**src/hw/rtl/mmm_ram.sv**
```systemverilog
// Generic single-write, single-read synchronous RAM with registered read data.
// No dependencies.
module mmm_ram #(
  parameter int unsigned DEPTH  = 256,
  parameter int unsigned WIDTH  = 12,
  parameter int unsigned ADDR_W = $clog2(DEPTH)
) (
  input  logic              clk_i,
  input  logic              we_i,
  input  logic [ADDR_W-1:0] waddr_i,
  input  logic [WIDTH-1:0]  wdata_i,
  input  logic [ADDR_W-1:0] raddr_i,
  output logic [WIDTH-1:0]  rdata_o
);

  logic [WIDTH-1:0] mem_q [DEPTH];
  logic [WIDTH-1:0] rdata_q;

  // Write port
  always_ff @(posedge clk_i) begin
    if (we_i) begin
      mem_q[waddr_i] <= wdata_i;
    end
  end

  // Read port, registered read data
  always_ff @(posedge clk_i) begin
    rdata_q <= mem_q[raddr_i];
  end

  assign rdata_o = rdata_q;

endmodule

```
**config.mk**
```make
export PLATFORM = sky130hd
export DESIGN_NAME = mmm_ram
export DESIGN_NICKNAME = d
export VERILOG_FILES = /design/src/hw/rtl/mmm_ram.sv
export SDC_FILE = /design/constraint.sdc
export NUM_CORES = 2
export LEC_CHECK = 0
export BUFFER_PORTS_ARGS = -buffer_cell sky130_fd_sc_hd__buf_4
export CORE_MARGIN = 4
export CORE_UTILIZATION = 57
export CTS_CLUSTER_DIAMETER = 200
export DETAILED_ROUTE_END_ITERATION = 7
export PLACE_DENSITY_LB_ADDON = 0.08
export SLEW_MARGIN = 10
export SYNTH_ARGS = -nofsm -noshare
export SYNTH_HDL_FRONTEND = slang
export SYNTH_SLANG_ARGS = --single-unit
```
**constraint.sdc**
```tcl
create_clock -name clk_i -period 2.06 [get_ports clk_i]
set_input_delay 0.103 -clock clk_i [delete_from_list [all_inputs] [get_ports clk_i]]
set_output_delay 0.103 -clock clk_i [all_outputs]
set_load 0.03 [all_outputs]
```
; After elaboration in Yosys (flattened, before gate mapping)
; Memories as Yosys holds them, arrays and structs flattened. A register that Yosys moved wholly into a read port is not among the register bits.
; Index checks and enable logic that the tools add are counted.
[totals]
ram_bits = 3072
wordCells = 3
n_memories = 1
reg_bits = 0
output_inout_bits = 12
[mem_list]
columns = name, depth, word_bits, read_ports, rd_clocked_by_memory_dff, write_ports, line
row1 = mem_q, 256, 12, 1, 1, 1, 16  ; logic [WIDTH-1:0] mem_q [DEPTH];
[classes]
muxes = 2
[ops]
columns = op, count
row1 = 2-to-1 mux 1 bit, 2

; Logic depth before layout (Yosys ltp)
[depth]
ltp_word = 2
ltp_mapped = 11

; Worst setup path after synthesis
; No wires, ideal clock.
[synth_path]
kind = input to register
startpoint = in waddr_i[3]
endpoint = mem mem_q[235][0], enable pin
n_path_buf = 3
path_slack_ns = -0.034
arrival_ns = 1.714
required_ns = 1.680
setup_time_ns = 0.380
cell_stages = 6
path_cell_list = clkbuf_1 -> nor2b_1 -> clkbuf_1 -> nand4_1 -> clkbuf_1 -> nor2_1
[synth_lines]
columns = element, line
row1 = from (decl), 10  ; input logic [ADDR_W-1:0] waddr_i,
row2 = to (decl), 16
; No word-level cell before the write port.

==> run metrics <==
Hold Crit Class=in2reg; Remaining DRCs=0; core box area=207,000 µm²; sequential share of the synthesized area=78.0%; Max Fclk=0.432 GHz; VDD IR max=0.000875 V; final WL=315,000 µm; leading area contributor after synthesis=edfxtp_1; cell count after synthesis=5,506; Vias=62,000; H-tree depth=5; Final Max Tran Viols=0; Tmin final=2310 ps; Nets=6,622; final hold vios=0; PD cells=929 nW/µm²; CTS Buffer Depth=4; Clock Latency Late Sink=950 ps; TNS Setup=-860 ps; failing checks=setup timing; share of the synthesized area in the top cell type=77.8%; Worst-path clk slew=60 ps; RSZ-0062 raised after global routing=true; commonest non-fill, non-tap cell in the layout=edfxtp_1; Cell Area, Synth=119,000 µm²; Boundary Pins=42; FF-to-FF setup slack=-250 ps; largest net degree at the start of global routing=89; Syn Area/Cell=21.5 µm²; max cap viols=0; leakage power=46.2 nW; Tot Pwr=132 mW; CTS tree=yes; worst-path maximum fanout=1; Netlist cell types=61; gpl congestion=0.869; area growth from synthesis to layout=19.9%; part of the cycle the worst path needs=112%; critical path type=reg2reg; layout cells sized above 1=34.4%; clock root buffer master=clkbuf_16; WL/cell=32.7 µm; async set-reset flop share out of synthesis=0%; DP Wirelength=207,000 µm; Critical Path End Type=register; dominant cells by area after synthesis=edfxtp_1 78%, mux4_2 12%, mux2i_1 1.9%, a22oi_1 1.4%, nor2_1 0.96%; WP data arrival=3100 ps; register area=92,500 µm²; status=complete, but fails checks; total track usage=29.5%; Clock Skews=50.3 ps; Routed Antenna Nets=0; Via-to-Cell Ratio=6.45; global route overflow=0; Chip Width=464 µm; Worst Setup Slack, final=-253 ps; Post-synth EDFFs=3,072; CTS buffer count=323; initial antenna violation count=18; Yosys warnings=0; filler cell count=13,000; type of origin of the critical path=register; vias in the first global route=62,000; port bufs=41; drt first-iter violations=8,259; Initial Util=57.3%; worst-margin pin slew=922 ps; post-synthesis sequential element count=3,084; first drt pass iteration count=6; most frequent cells in the layout=3,072 x edfxtp_1, 834 x buf_4, 636 x mux4_2; area of the die=215,000 µm²; final setup fails=8; die height=464 µm; Worst EP required=2850 ps; Net Count, Synth=5,536; Top FF cell, synth=edfxtp_1; Multi-input gate area=25,200 µm²; first-pass GRT wire length=454,000 µm; # clock sinks=3,084; Post-CTS Setup Bufs=0; Relative slew margins=38.4%; std cell rows=167
[what timing repair did]
item / in CTS / in global routing
endpoints found under the setup margin: 14 / 12
gates resized for setup: 127 / 73
cloned: 0 / 0
hold buffers: 23 / 0
pin swaps: 39 / 26
hold endpoints to repair: 3507 / 0
[Yosys cell counts, types with 12 or more instances]
master,instances
a22oi_1,215
mux2i_1,223
o221ai_1,53
buf_12,16
a22o_1,19
a31oi_1,16
clkbuf_1,153
buf_8,14
buf_2,72
mux4_2,636
nor2_1,302
buf_4,33
o22ai_1,88
nor3_1,33
nand3_1,32
a211oi_1,20
dfxtp_1,12
mux2_2,28
nand4_1,13
a21oi_1,121
nor4_1,34
buf_6,35
a221oi_1,19
nand2_1,45
edfxtp_1,3072
o21ai_0,34
buf_1,15
nor2b_1,37
[layer usage]
layer  share of wire (%)  vias up  track usage (%)
li1                    -    25500                -
met1                  40    32900             43.8
met2                  48     3076             45.6
met3                 9.2      482             5.31
met4                 3.3        6             9.21
met5               0.013        -                0
[power breakdown]
part | switching [mW] | total (mW) | internal [mW]
clock network | 22.9 | 54.7 | 31.8
registers | 0.144 | 69.3 | 69.2
logic | 4.87 | 8.18 | 3.31
[cell type report]
class,instances,area share (%)
diodes,8,0.0141
clock buffers,403,6.00
flip-flops and latches,3084,65.0
multi-input cells,2081,17.7
clock inverters,147,0.870
well taps,2788,2.45
repair buffers,1099,7.89
inverters,3,0.00792
[registers in the layout, indices dropped and copies added (netlist names)]
name	count
rdata_o	12
mem_q	3072
[path summary, 6_finish.rpt]
check                          from                      end  cells past startpoint
max          mem_q[99][8]$_DFFE_PP_       rdata_o[8]$_DFF_P_                      7
min reg2reg  mem_q[54][1]$_DFFE_PP_       rdata_o[1]$_DFF_P_                      4
max reg2reg  mem_q[99][8]$_DFFE_PP_       rdata_o[8]$_DFF_P_                      7
min                      wdata_i[2]  mem_q[202][2]$_DFFE_PP_                      2
[per-stage QoR]
stage,instance area (µm²),util (%),setup slack [ps],hold WS [ps],instances
after global routing,142000,68.7,-330,82.1,9607
after floorplan,119000,-,-34.5,202,5506
after global placement,131000,63.3,-1600,454,9041
after CTS,142000,68.5,-253,42.7,9606
after detailed placement,131000,63.3,-1670,465,9041
final,142000,68.7,-253,99.8,9613
[logic make-up (layout without fill, tap and decap cells)]
family	count (synthesis)	count (layout)	synth area share, %
AOI/OAI and AO/OA	637	637	3.75
buffers and inverters	341	1652	1.83
other	0	8	0
and+or+nand+nor	550	550	2.17
muxes	894	894	14.3
DFF	3084	3084	78.0
[critical path, stage by stage (launching register included)]
cell	delay (ps)
edfxtp_1	370
mux4_2	520
a22o_1	260
a221oi_2	200
buf_4	190
o32ai_4	120
nor3_4	370
nor4_4	110
No activity file was read; power rests on OpenSTA's default activity.
