--- config.mk ---
export PLATFORM = sky130hd
export DESIGN_NAME = mmm_mac
export DESIGN_NICKNAME = d
export VERILOG_FILES = /design/src/hw/rtl/mmm_pkg.sv /design/src/hw/rtl/mmm_mac.sv
export SDC_FILE = /design/constraint.sdc
export NUM_CORES = 1
export LEC_CHECK = 0
export BUFFER_PORTS_ARGS = -buffer_cell sky130_fd_sc_hd__buf_4
export CORE_MARGIN = 5
export CORE_UTILIZATION = 45
export CTS_CLUSTER_DIAMETER = 150
export DETAILED_ROUTE_END_ITERATION = 8
export HOLD_SLACK_MARGIN = 0.02
export SLEW_MARGIN = 25
export SYNTH_ARGS = -nofsm -noshare
export SYNTH_HDL_FRONTEND = slang
export SYNTH_SLANG_ARGS = --single-unit
export TNS_END_PERCENT = 1
--- constraint.sdc ---
create_clock -name clk_i -period 6.62 [get_ports clk_i]
set_input_delay 0.662 -clock clk_i [delete_from_list [all_inputs] [get_ports clk_i]]
set_output_delay 0.662 -clock clk_i [all_outputs]
set_load 0.005 [all_outputs]
--- src/hw/rtl/mmm_pkg.sv ---
// Package for the modular matrix multiply block: sizes, modulus, codes and
// shared types. No dependencies; imported by mmm_mac and the top level.
package mmm_pkg;

  // Element and index sizes
  localparam int unsigned ELEM_W  = 12;
  localparam int unsigned MAX_DIM = 16;
  localparam int unsigned IDX_W   = $clog2(MAX_DIM);
  localparam int unsigned DIM_W   = IDX_W + 1;
  localparam int unsigned ADDR_W  = 2 * IDX_W;
  localparam int unsigned DEPTH   = MAX_DIM * MAX_DIM;

  // Modulus and the accumulator/reduction sizes that follow from it
  localparam int unsigned     MODULUS = 3329;
  localparam int unsigned     PROD_W  = 2 * ELEM_W;
  localparam int unsigned     ACC_W   = PROD_W + IDX_W;
  // Barrett constants: a shift above ACC_W keeps the quotient estimate
  // at most one below the true quotient
  localparam int unsigned     BAR_K   = ACC_W + 4;
  localparam longint unsigned BAR_M   = (64'd1 << BAR_K) / MODULUS;
  localparam int unsigned     BAR_M_W = $clog2(BAR_M + 1);

  // Configuration register indexes
  localparam int unsigned CFG_IDX_W = 2;
  typedef enum logic [CFG_IDX_W-1:0] {
    CFG_ROWS_OF_A  = 2'd0,
    CFG_INNER_SIZE = 2'd1,
    CFG_COLS_OF_B  = 2'd2
  } cfg_idx_e;

  // Command codes
  localparam int unsigned CMD_W = 2;
  typedef enum logic [CMD_W-1:0] {
    CMD_LOAD_A = 2'd0,
    CMD_LOAD_B = 2'd1,
    CMD_READ   = 2'd2
  } cmd_e;

  // Controller states
  typedef enum logic [1:0] {
    ST_IDLE,
    ST_ISSUE,
    ST_WAIT
  } state_e;

  // Tags that travel with each element pair into the MAC unit
  typedef struct packed {
    logic vld;
    logic first;
    logic last;
  } mac_ctrl_t;

endpackage

--- src/hw/rtl/mmm_mac.sv ---
// Multiply-accumulate unit with a pipelined Barrett reduction mod q.
// Depends on mmm_pkg.
module mmm_mac (
  input  logic                        clk_i,
  input  logic                        rst_ni,
  input  mmm_pkg::mac_ctrl_t          ctrl_i,
  input  logic [mmm_pkg::ELEM_W-1:0]  a_i,
  input  logic [mmm_pkg::ELEM_W-1:0]  b_i,
  output logic                        done_o,
  output logic [mmm_pkg::ELEM_W-1:0]  result_o
);
  import mmm_pkg::*;

  localparam int unsigned        BP_W = ACC_W + BAR_M_W;
  localparam logic [ACC_W-1:0]   QExt = ACC_W'(MODULUS);
  localparam logic [BAR_M_W-1:0] MExt = BAR_M_W'(BAR_M);

  logic [PROD_W-1:0] prod_q;
  mac_ctrl_t         pctrl_q;
  logic [ACC_W-1:0]  acc_q, acc_d;
  logic [ACC_W-1:0]  sum;
  logic [BP_W-1:0]   bprod_q;
  logic [ACC_W-1:0]  quot;
  logic [ACC_W-1:0]  rem_q, rem_d;
  logic              sum_vld_q;
  logic              est_vld_q;
  logic              done_q;

  // Product stage
  always_ff @(posedge clk_i) begin
    prod_q <= PROD_W'(a_i) * PROD_W'(b_i);
  end

  always_ff @(posedge clk_i or negedge rst_ni) begin
    if (!rst_ni) begin
      pctrl_q <= '0;
    end else begin
      pctrl_q <= ctrl_i;
    end
  end

  // Running sum; the first term restarts it
  assign sum   = (pctrl_q.first ? '0 : acc_q) + ACC_W'(prod_q);
  assign acc_d = pctrl_q.vld ? sum : acc_q;

  // Barrett: the estimate is floor(x/q) or one less, so x - est*q < 2q.
  // acc_q holds still until the next read, which cannot start before done.
  assign quot  = ACC_W'(bprod_q[BP_W-1:BAR_K]);
  assign rem_d = acc_q - quot * QExt;

  always_ff @(posedge clk_i) begin
    acc_q   <= acc_d;
    bprod_q <= BP_W'(acc_q) * BP_W'(MExt);
    rem_q   <= rem_d;
  end

  // Stage tags: sum ready, estimate ready, remainder ready
  always_ff @(posedge clk_i or negedge rst_ni) begin
    if (!rst_ni) begin
      sum_vld_q <= 1'b0;
      est_vld_q <= 1'b0;
      done_q    <= 1'b0;
    end else begin
      sum_vld_q <= pctrl_q.vld & pctrl_q.last;
      est_vld_q <= sum_vld_q;
      done_q    <= est_vld_q;
    end
  end

  // Final conditional subtract
  assign done_o   = done_q;
  assign result_o = (rem_q >= QExt) ? ELEM_W'(rem_q - QExt) : ELEM_W'(rem_q);

endmodule

---- Word-level counts from Yosys, hierarchy flattened ----
Index checks and enable logic that the tools add are counted.
Widths: inputs -> output; s select.
word-level totals
  output and inout bits ................... 13
  bits in read-only memories .............. 0
  bits in writable memories ............... 0
  register bits ........................... 135
  memories ................................ 0
  latch bits .............................. 0
  input bits .............................. 29
operators by class
  $add $sub $neg .......................... 3
  $mul .................................... 3
  div/mod/pow operators ................... 0
  magnitude comparators ................... 1
  reduce and logical (&&, ||, !) cells .... 0
  muxes and demuxes ....................... 2
  bitwise operators ....................... 1
  shift operators ......................... 0
  eq/ne operators ......................... 0
operators by type and width
  cell                    count
  $mul 28x21->49 const B  1
  $add 28x24->28          1
  $ge 28x12->1 const B    1
  $mul 17x12->28 const B  1
  $mux 28                 1
  $sub 28x28->28          1
  $mul 12x12->24          1
  $mux 12                 1
  $sub 12x12->12 const B  1
  $and 1x1->1             1

---- Logic depth before layout (Yosys ltp) ----
  depth after elaboration ................. 2
  mapped depth ............................ 24

---- Worst setup path before layout ----
OpenSTA, ideal clock, no wires.
  kind .................................... flip-flop to flip-flop
  start ................................... register acc_q[12]
  end ..................................... register bprod_q[46]
  arrival ................................. 6.112 ns
  stages on the path, launching flop included .. 21
  setup slack ............................. 0.436 ns
  buffers on the path ..................... 0
  required time ........................... 6.548 ns
  library setup time ...................... 0.072 ns
  cells stage by stage .................... edfxtp_1 inv_1 fa_1 inv_1 fa_1 inv_1 fa_1 inv_1 fa_1 fa_1 fa_1 fa_1 ha_1 nand3_1 or3_1 a2111oi_2 nor2_2 o21ai_4 a21oi_2 o31ai_2 xor2_1
on the way
  cells in the longest elaborated chain, start to end .. 1
ends and longest elaborated chain
  what                      line           text
  start: declaration        mmm_mac.sv:20  logic [ACC_W-1:0] acc_q, acc_d;
  start signal: assignment  mmm_mac.sv:52  acc_q <= acc_d;
  $mul 28x21->49            mmm_mac.sv:53  bprod_q <= BP_W'(acc_q) * BP_W'(MExt);
  end signal: assignment    mmm_mac.sv:53
  end: declaration          mmm_mac.sv:22  logic [BP_W-1:0] bprod_q;
Every way passes these cells.
A chain may end at the register's enable or synchronous reset.

---- Worst setup path after layout ----
  start ................................... register acc_q[6]
  end ..................................... register bprod_q[46]
The elaborated chain is that of the path after synthesis.

==> results_dict.tcl <==
set metrics [dict create \
    min_period_ns 6.443 \
    routabilityCongestion 0.9630 \
    status "complete, no violations" \
    grt_max_degree 31 \
    htreeDepth 3 \
    syn2layout_area_growth_pct 9.658 \
    ys_warn_count 0 \
    io_pins 42 \
    antenna_found_initial 0 \
    clk_latency_ns 0.39 \
    grt_use_total_pct 21.68 \
    ys_seq_area_share_pct 10.41 \
    via_per_inst 5.094 \
    clockRootBuffer "clkbuf_16" \
    synth_edf_count 28 \
    final_antenna_net_count 0 \
    drt-pass1-iter-count 5 \
    vias 15999 \
    nets 3323 \
    setup_viol 0 \
    synthArstFlopShare_pct 5.825 \
    grt_pass1_vias 17459 \
    critPathRequiredTime_ns 6.95 \
    initial_core_util_pct 45.42 \
    n_antenna_cell 0 \
    hold_viol 0 \
    max_clock_freq_ghz 0.1552 \
    grt_pass1_wl_um 94610 \
    core.rowCount 82 \
    cts_tree "yes" \
    clkTransAtPathRegs_ns 0.08 \
    portBuffers 41 \
    dp_hpwl_um 53010 \
    die_area_mm2 0.05524 \
    ys_types 67 \
    grt_setup_unrepaired "true" \
    die_width_um 235.0 \
    arrival_ns 6.77 \
    ys.flop_type "dfxtp_1" \
    netlist_area_mm2 0.02279 \
    syn_area_per_cell_um2 9.746 \
    post-place-ws_ns -0.2212 \
    slew_viol_final 0 \
    maxCapViolCount 0 \
    worst_slew_pin_slew_ns 0.7420 \
    cp-start-kind "register" \
    drt-wirelength-per-cell_um 18.61 \
    drcViolationCount 0 \
    layout-drive-gt1-share_pct 8.141 \
    slew_headroom_pct 50.08 \
    synth_cells 2338 \
    worst_setup_path_end_kind "register" \
    timing.final.crit_share_pct 97.33 \
    crit_type "register to register" \
    skew_ns 0.01814 \
    setup_slack_ns 0.1768 \
    core_mm2 0.05017 \
    overflow 0 \
    cts_buffer_depth 2 \
    cts_sinks 103 \
    initialDrtViolationCount 758 \
    routed_wl_um 58450 \
    syn_nets 3197 \
    numCtsBuffers 9 \
    synth_seq_cells 103 \
    die_h_um 235.0 \
    hold_class "input port to asynchronous set/reset pin" \
    path_max_fanout 5 \
]
==> critical path: stages (launching register included) <==
cell and delay [ns]:
edfxtp_1 0.40, clkinvlp_4 0.21, fa_2 0.71, xor2_1 0.17, ha_1 0.17, a21oi_1 0.06
fa_1 0.59, inv_1 0.07, fa_1 0.55, fa_1 0.42, fa_1 0.52, fa_1 0.42
ha_1 0.35, o211ai_1 0.11, nor2_1 0.13, a31oi_2 0.12, a2111oi_4 0.42, nor2_2 0.10
buf_4 0.18, o21ai_4 0.18, a21oi_2 0.10, o31ai_2 0.24, xor2_1 0.15
==> routing by layer <==
layer / track usage (%) / share of wire, %
met1: 28.40 / 44
met2: 38.32 / 50
met3: 2.205 / 3.4
met4: 6.194 / 2.8
met5: 0 / 0
==> kinds of logic after synthesis <==
group	Yosys count	synth area share, %
DFF	103	10.41
muxes	2	0.09883
and+or+nand+nor	395	8.121
xor gates and xnor gates	102	3.921
AOI/OAI and AO/OA	265	7.775
adders and majority gates	830	59.11
buffers and inverters	641	10.56
==> Yosys cell counts, types with 9 or more instances <==
cell type	count	area, um^2
a211oi_1	10	75.07
a21o_1	45	337.8
a21oi_1	80	400.4
a31oi_1	9	56.30
and2_1	47	294.0
clkbuf_1	29	108.9
dfxtp_1	69	1381
edfxtp_1	28	840.8
fa_1	411	8228
ha_1	419	5243
inv_1	610	2290
nand2_1	148	555.5
nand2b_1	14	87.58
nand3_1	32	160.2
nand4_1	11	68.82
nor2_1	84	315.3
nor2b_1	12	75.07
nor3_1	18	90.09
o21a_1	9	67.56
o21ai_0	40	200.2
o21bai_1	12	90.09
xnor2_1	69	604.3
xor2_1	33	289.0
==> cell type report <==
type | count | area (um^2)
Clock inverter | 6 | 42.54
Clock buffer | 10 | 229.0
Tap cell | 672 | 840.8
Inverter | 610 | 2297
Timing Repair Buffer | 146 | 1096
Multi-Input combinational cell | 1594 | 18110
Sequential cell | 103 | 2372
Fill cell | 4683 | 25180
==> final timing paths <==
| check | start | endpoint | slack (ns) | cells after the start |
|---|---|---|---|---|
| worst max-delay path | acc_q[6] | bprod_q[46] | 0.18 | 22 |
| worst min-delay path | rst_ni | pctrl_q[2] | 0.07 | 1 |
| worst max register to register | acc_q[6] | bprod_q[46] | 0.18 | 22 |
| worst min register to register | est_vld_q | done_o | 0.35 | 0 |
| max in group asynchronous | rst_ni | done_o | 6.44 | 1 |
| min in group clk_i | est_vld_q | done_o | 0.35 | 0 |
==> per-stage QoR <==
stage               utilization, %  cell area, um^2  hold slack (ns)  cells  TNS (ns)
floorplan                        -            22790           0.3312   2338         0
global placement             48.87            24520           0.3333   3113   -0.4509
detailed placement           48.87            24520           0.3372   3113   -0.6433
CTS                          49.50            24830          0.03913   3132         0
global route                 49.81            24990          0.05403   3141   -0.2987
finish                       49.81            24990          0.06817   3141         0
==> layout by cell type, fill, tap and decap left out, types with 30 or more instances in the layout <==
cell type,n
inv_1,604
ha_1,416
fa_1,407
nand2_1,148
buf_4,146
nor2_1,83
a21oi_1,80
xnor2_1,69
dfxtp_1,69
and2_1,47
a21o_1,45
o21ai_0,39
xor2_1,33
nand3_1,30
==> registers in the layout, indices dropped and copies added, names as in the netlist <==
name       count
rem_q         28
bprod_q       17
prod_q        24
done_o         1
est_vld_q      1
sum_vld_q      1
pctrl_q        3
acc_q         28
==> what timing repair did <==
item / CTS / global route
buffers inserted: 3 / 9
resized for setup: 4 / 21
hold buffers: 0 / 0
pin swaps: 1 / 4
endpoints found under the setup margin: 7 / 14
Power is left out: the tool's default activity adds up to more than one toggle a clock period on the data nets, which glitch-free logic cannot reach.
